`src/alcd_pkg.sv`:
```
// Shared types and constants of the antialiased line engine.
package alcd_pkg;

    // Opcodes of an input beat
    localparam logic [1:0] OP_DRAW  = 2'd0;
    localparam logic [1:0] OP_READ  = 2'd1;
    localparam logic [1:0] OP_WRITE = 2'd2;

    // Divider operand widths: clip product magnitude and difference magnitude
    localparam int DIV_NW = 34;
    localparam int DIV_DW = 17;

    // Clip rounds before a line is dropped
    localparam logic [3:0] CLIP_ROUNDS = 4'd8;

    // Divider request and response
    typedef struct packed {
        logic              start;
        logic [DIV_NW-1:0] num;
        logic [DIV_DW-1:0] den;
    } t_div_req;

    typedef struct packed {
        logic              busy;
        logic [DIV_NW-1:0] quo;
    } t_div_rsp;

endpackage

```
`src/alcd_div.sv`:
```
// Restoring unsigned divider, one quotient bit per cycle.
module alcd_div (
    input  logic              i_clk,
    input  logic              i_rst_n,
    input  alcd_pkg::t_div_req i_req,
    output alcd_pkg::t_div_rsp o_rsp
);

    localparam int NW = alcd_pkg::DIV_NW;
    localparam int DW = alcd_pkg::DIV_DW;
    localparam int CW = $clog2(NW + 1);

    logic          r_busy;
    logic [CW-1:0] r_cnt;
    logic [DW-1:0] r_rem;
    logic [NW-1:0] r_quo;
    logic [DW-1:0] r_den;
    logic [DW:0]   n_sh;
    logic          n_fit;

    // Shift in the next dividend bit and trial-subtract
    assign n_sh  = {r_rem, r_quo[NW-1]};
    assign n_fit = n_sh >= {1'b0, r_den};

    // Control
    always_ff @(posedge i_clk) begin
        if (!i_rst_n) begin
            r_busy <= 1'b0;
            r_cnt  <= '0;
        end else if (i_req.start) begin
            r_busy <= 1'b1;
            r_cnt  <= CW'(NW);
        end else if (r_busy) begin
            r_cnt <= r_cnt - 1'b1;
            if (r_cnt == CW'(1)) begin
                r_busy <= 1'b0;
            end
        end
    end

    // Datapath; the partial remainder stays below the divisor
    always_ff @(posedge i_clk) begin
        if (i_req.start) begin
            r_rem <= '0;
            r_quo <= i_req.num;
            r_den <= i_req.den;
        end else if (r_busy) begin
            r_rem <= n_fit ? DW'(n_sh - {1'b0, r_den}) : DW'(n_sh);
            r_quo <= {r_quo[NW-2:0], n_fit};
        end
    end

    assign o_rsp.busy = r_busy;
    assign o_rsp.quo  = r_quo;

endmodule

```
`config.mk`:
```
export PLATFORM = sky130hd
export DESIGN_NAME = alcd_div
export DESIGN_NICKNAME = d
export VERILOG_FILES = /design/src/alcd_pkg.sv /design/src/alcd_div.sv
export SDC_FILE = /design/constraint.sdc
export NUM_CORES = 1
export LEC_CHECK = 0
export BUFFER_PORTS_ARGS = -buffer_cell sky130_fd_sc_hd__buf_2
export CAP_MARGIN = 40
export CORE_MARGIN = 3
export CORE_UTILIZATION = 49
export CTS_CLUSTER_SIZE = 40
export DETAILED_ROUTE_END_ITERATION = 6
export GPL_TIMING_DRIVEN = 0
export PLACE_DENSITY_LB_ADDON = 0.2
export SYNTH_ARGS = -nofsm -noshare
export SYNTH_HDL_FRONTEND = slang
export SYNTH_SLANG_ARGS = --single-unit
```
`constraint.sdc`:
```
create_clock -name i_clk -period 2.33 [get_ports i_clk]
set_input_delay 0.3495 -clock i_clk [delete_from_list [all_inputs] [get_ports i_clk]]
set_output_delay 0.3495 -clock i_clk [all_outputs]
set_load 0.01 [all_outputs]
```
==> summary.txt, run 1 <==
STA
  – Final WS setup: -0.124 ns
  – RSZ-0062 raised after global routing: yes
  – Final period util: 1.05
  – Tightest Pin Transition: 0.596 ns
  – Final hold viol count: 0
  – Fmax: 0.408 GHz
  – Slew margin rel.: 0.602
  – Setup Viol. Count Final: 17
  – Hold_ws: 0.170 ns
  – Min Tclk post-route: 2.45 ns
  – Final Max Slew Viols: 0
  – Clock Skews: 0.00848 ns

Die
  – Initial core utilization: 0.505
  – Core Rows: 32
  – I/O pins: 89
  – Area of the core: 7770 sq um
  – Die width: 95.5 um
  – Die area: 9120 sq um
  – Die height: 95.5 um

Placed design
  – Hpwl dp: 6090 um
  – GPL Wtd Cong: 0.920
  – PortBufs: 88
  – DP Worst Slack: -0.471 ns

Setup path
  – Slowest cell on crit path: edfxtp_1
  – Critical setup path kind: flip-flop to flip-flop
  – Crit-path max FO: 7
  – Crit path largest cell delay: 0.39 ns
  – CP arrival: 2.67 ns
  – Required time of the critical path: 2.54 ns
  – CP endpoint kind: flip-flop
  – Most common cell on crit path: a21oi_4
  – Startpoint Class: flip-flop
  – Crit path cell chain: inv_1, ha_2, inv_2, fa_2, a21oi_4, o21ai_2, a211o_1, a21oi_4, buf_6, mux2i_2, a211oi_2

Clock network
  – Clock sink count: 75
  – Worst skew pair latency: 0.35 ns
  – H-tree Lvls: 3
  – Clk buf depth: 2
  – CTS tree: yes
  – Num CTS Buffers: 9
  – CTS Hold Bufs: 0
  – Clk pin slew, worst setup/hold paths: 0.09 ns
  – Clock root buffer: clkbuf_8

GRT
  – Total GRT Usage: 0.195
  – Initial antenna violation count: 0
  – Congestion Overflow GR: 0
  – Pin count of the biggest net entering global routing: 21
  – Vias in the first global route: 2,958
  – Global-route wire length before repair: 13,600 um

Route
  – Drt wl/cell: 15.3 um
  – Post-route ant nets: 0
  – Drt first pass iters: 4
  – Total number of vias: 2,985
  – Final Routed Wirelength: 8500 um
  – Via/cell ratio: 5.37
  – Residual DRC count: 0
  – DRT iter0 DRCs: 144

Yosys
  – Post-Synth Simple-Gate Area: 0.0934
  – Post-Synth Adder-Cell Area: 0.0656
  – Mapped Cells: 339
  – Main combinational cell family by area after synthesis: compound AO/OA/AOI/OAI gates
  – Count leader, synth: edfxtp_1
  – Synth Cell Area: 3930 sq um
  – Complex-gate fraction of the synthesized area: 0.133
  – Seq/Total Area, Yosys: 0.512
  – Syn nets: 413
  – Most common library cells after synthesis: edfxtp_1 (51), mux2_2 (33), nand2_1 (26)
  – Top cells by area, synth: edfxtp_1 (39%), dfxtp_1 (12%), mux2_2 (9.5%), ha_1 (6.1%), xnor2_1 (2.7%)
  – Ys flop type: edfxtp_1
  – Synth Area in XOR/XNOR: 0.0402
  – Post-synth EDFFs: 51
  – Avg Cell Area, Syn: 11.6 sq um
  – Async SR Flop Fraction: 0
  – Post-synthesis mux area share: 0.115
  – Synth cell types: 54
  – Post-synth top area cell: edfxtp_1
  – Post-synth top area share: 0.390
  – Seq cells post-synth: 75
  – Ys Warns: 0

Status
  – Status: complete, but fails checks
  – Failing checks: setup timing

Cells and area
  – Ratio of cells with drive above 1 in the final layout: 0.374
  – Fin nets: 523
  – Area grow syn2layout: 22.9%
  – Layout fillers: 667
  – # diodes: 0
  – Core Util, Final: 0.621

Run
  – Max-Cap Viols: 0

Pwr
  – Static leakage: 2.08 nW
  – Cell Pwr Density: 664 nW/um^2
  – Worst vdd ir: 421 uV

Worst hold path
  – HP Class: input pin to flip-flop
==> per-stage QoR <==
step / power, mW / instances / TNS, ns / cell area, sq um
2_1_floorplan: 1.98 / 339 / -0.597 / 3930
3_3_place_gp: 2.16 / 529 / -29.42 / 4500
3_5_place_dp: 2.18 / 530 / -19.97 / 4530
4_1_cts: 3.23 / 556 / -1.45 / 4820
5_1_grt: 3.35 / 556 / -2.95 / 4830
6_report: 3.21 / 556 / -1.25 / 4830
==> sequential cells by signal, summed over array words and instances (netlist names) <==
register and flops:
r_cnt 6, r_quo 34, r_busy 1, r_rem 17, r_den 17
==> kinds of logic after synthesis <==
| logic type | count (synthesis) |
|---|---|
| fa+ha+maj | 20 |
| compound gates | 68 |
| xor+xnor | 18 |
| simple gates | 80 |
| buf+inv | 37 |
| mux | 41 |
| flops | 75 |
==> final cells by class <==
cell class                      instances  area [sq um]  share of cell area
Buffer                                 13          72.6              0.0150
Clock buffer                           10           128              0.0264
Clock inverter                          6          71.3              0.0148
Inverter                               24          93.8              0.0194
Multi-Input combinational cell        227          1780               0.368
Sequential cell                        75          2010               0.417
Tap cell                              102           128              0.0264
Timing Repair Buffer                   99           547               0.113
==> cell usage in the layout, fill, tap and decap left out, types with 5 or more instances in the layout <==
master    count
buf_2        88
edfxtp_1     51
mux2_2       33
nand2_1      26
nor2_1       25
dfxtp_1      24
inv_1        22
ha_1         18
xnor2_1      12
buf_4        11
a21oi_1      10
nand3_1       9
clkbuf_8      9
mux2i_1       7
xor2_1        6
a32oi_1       6
buf_1         5
a211oi_1      5
o21ai_0       5
nand2b_1      5
o31ai_1       5
o21ai_1       5
==> where the power goes <==
group          switching (mW)  internal, mW
sequential             0.0520          1.54
combinational           0.305         0.271
clock                   0.527         0.507
total                   0.884          2.32
==> routing by layer <==
layer  GRT usage  wire (um)  vias to the layer above
met5           0          0                        -
met4       0.102        218                        0
met3      0.0466        461                       19
met2       0.310       4130                       86
met1       0.246       3690                     1418
li1            -          -                     1462
==> worst max-delay path, delay by kind of cell, from the launching register on <==
family | cells | cell delay, ns
AO/OA/AOI/OAI | 5 | 0.86
adder cells (fa/ha/maj) | 2 | 0.55
buffers and inverters | 3 | 0.29
flip-flops | 1 | 0.39
multiplexers | 1 | 0.22
==> timing repair <==
item | in CTS | in global routing
hold endpoints to repair | 0 | 0
setup buffers | 10 | 0
setup endpoints to repair | 38 | 24
resized for setup | 6 | 4
pin swaps | 7 | 9
==> path summary, 6_finish.rpt <==
path | from | end | slack (ns) | depth (start not counted)
setup / recovery | r_quo[33]$_DFFE_PP_ | r_rem[6]$_SDFFE_PP0P_ | -0.12 | 11
hold / removal | i_req[13] | r_den[13]$_DFFE_PP_ | 0.17 | 1
setup reg to reg | r_quo[33]$_DFFE_PP_ | r_rem[6]$_SDFFE_PP0P_ | -0.12 | 11
hold reg to reg | r_rem[12]$_SDFFE_PP0P_ | r_rem[12]$_SDFFE_PP0P_ | 0.48 | 2
No activity file was read; power rests on OpenSTA's default activity.
==> inputs of run 2 (changes only) <==
PLACE_DENSITY_LB_ADDON = 0.1   (was 0.2)
==> run 2 against run 1 <==
Effect of this change: the run still ends with setup timing left; worst setup slack better by 0.027 ns; global-route usage is 0.44 points higher; maximum frequency is 1.1% higher; hold slack better by 0.0095 ns; clock power is 13% higher; non-clock buffer count stayed put; largest power group unchanged.
==> summary.txt, run 2 (synthesis results as in run 1) <==
Die
  – Die height: 95.5 um
  – I/O pins: 89
  – Die width: 95.5 um
  – Initial core utilization: 0.505
  – Area of the core: 7770 sq um
  – Core Rows: 32
  – Die area: 9120 sq um

Cells and area
  – Core Util, Final: 0.625
  – Most flops, register: r_quo
  – Layout fillers: 674
  – FF/Latch Area: 2010 sq um
  – Multi-input gate area: 1770 sq um
  – Area grow syn2layout: 23.6%
  – Most frequent cells in the layout: buf_2 (88), edfxtp_1 (51), mux2_2 (33), nand2_1 (26), nor2_1 (25)
  – # diodes: 0
  – Ratio of cells with drive above 1 in the final layout: 0.372
  – Post-route cell area: 4850 sq um
  – Top Registers: r_quo (34), r_den (17), r_rem (17)
  – Commonest non-fill, non-tap cell in the layout: buf_2
  – Fin nets: 523
  – Number of flip-flops in the largest register: 34

Pwr
  – Sequential power share: 0.480
  – Net switching power: 0.871 mW
  – Sw Share: 0.262
  – Design Power: 3.33 mW
  – Clock power frac: 0.348
  – Worst vdd ir: 517 uV
  – Cell Pwr Density: 686 nW/um^2
  – Comb power frac: 0.172
  – Pint: 2.46 mW
  – Static leakage: 2.10 nW

STA
  – Tightest Pin Transition: 0.636 ns
  – RSZ-0062 raised after global routing: yes
  – Setup Viol. Count Final: 15
  – Setup TNS: -0.810 ns
  – Min Tclk post-route: 2.43 ns
  – Slew margin rel.: 0.576
  – Fmax: 0.412 GHz
  – Final hold viol count: 0
  – Clock Skews: 0.00890 ns
  – Final WS setup: -0.0970 ns
  – Final period util: 1.04
  – Final Max Slew Viols: 0

Clock network
  – Clk buf depth: 2
  – Clock root buffer: clkbuf_8
  – Num CTS Buffers: 9
  – Clock sink count: 75
  – CTS tree: yes
  – CTS Hold Bufs: 0
  – H-tree Lvls: 3
  – Worst skew pair latency: 0.34 ns
  – Clk pin slew, worst setup/hold paths: 0.08 ns

Setup path
  – CP endpoint kind: flip-flop
  – Critical setup path kind: flip-flop to flip-flop
  – CP arrival: 2.64 ns
  – Required time of the critical path: 2.54 ns
  – Crit-path max FO: 8
  – Startpoint Class: flip-flop

Route
  – Post-route ant nets: 0
  – Drt wl/cell: 15.4 um
  – DRT iter0 DRCs: 93
  – Residual DRC count: 0
  – Via/cell ratio: 5.35
  – Total number of vias: 2,976
  – Final Routed Wirelength: 8570 um
  – Drt first pass iters: 5

Worst hold path
  – HP Class: input pin to flip-flop

Placed design
  – GPL Wtd Cong: 0.937
  – Hpwl dp: 6100 um
  – PortBufs: 88
  – DP Worst Slack: -0.434 ns
  – DP Area: 4530 sq um

GRT
  – Initial antenna violation count: 0
  – Global-route wire length before repair: 14,100 um
  – Pin count of the biggest net entering global routing: 23
  – Congestion Overflow GR: 0
  – Vias in the first global route: 2,966
  – Total GRT Usage: 0.199

Status
  – Failing checks: setup timing
  – Status: complete, but fails checks

Run
  – Max-Cap Viols: 0
[run 2: area by class of cell]
cell class	count	area share
Buffer	13	0.0147
Clock buffer	10	0.0284
Clock inverter	6	0.0196
Inverter	24	0.0193
Multi-Input combinational cell	227	0.365
Sequential cell	75	0.414
Tap cell	102	0.0263
Timing Repair Buffer	99	0.113
[run 2: timing repair]
item / in CTS / in global routing
buffers inserted: 10 / 0
gates resized for setup: 5 / 2
endpoints found under the setup margin: 40 / 18
pin swaps: 4 / 1
[run 2: worst paths after layout]
path                          startpoint                endpoint  depth (start not counted)  slack (ns)
setup / recovery     r_quo[33]$_DFFE_PP_   r_rem[6]$_SDFFE_PP0P_                         11        -0.1
hold reg to reg   r_rem[12]$_SDFFE_PP0P_  r_rem[12]$_SDFFE_PP0P_                          2        0.49
setup reg to reg     r_quo[33]$_DFFE_PP_   r_rem[6]$_SDFFE_PP0P_                         11        -0.1
hold / removal                 i_req[15]     r_den[15]$_DFFE_PP_                          1        0.18
[run 2: per-layer routing]
metal / global-route usage / part of all wire
met1: 0.254 / 0.42
met2: 0.325 / 0.50
met5: 0 / 0
met3: 0.0639 / 0.072
met4: 0.0569 / 0.0079
[run 2: critical path: stages (launching register included)]
cell      delay, ns
edfxtp_1       0.40
inv_1          0.07
ha_2           0.17
inv_2          0.04
fa_2           0.38
a21oi_4        0.17
o21ai_2        0.07
a211o_1        0.31
a21oi_4        0.21
buf_6          0.17
mux2i_2        0.22
a211oi_2       0.08
[run 2: through the flow]
step	hold slack, ns	std cells
after floorplan	0.445	339
after global placement	0.466	529
after detailed placement	0.481	530
after CTS	0.159	556
after global routing	0.152	556
final	0.179	556
[run 2: power groups by stage]
stage	Combinational [mW]	Clock, mW	Sequential [mW]
2_1_floorplan	0.331	0	1.65
3_3_place_gp	0.535	0	1.63
3_5_place_dp	0.552	0	1.63
4_1_cts	0.572	1.19	1.60
5_1_grt	0.635	1.24	1.61
6_report	0.574	1.16	1.60
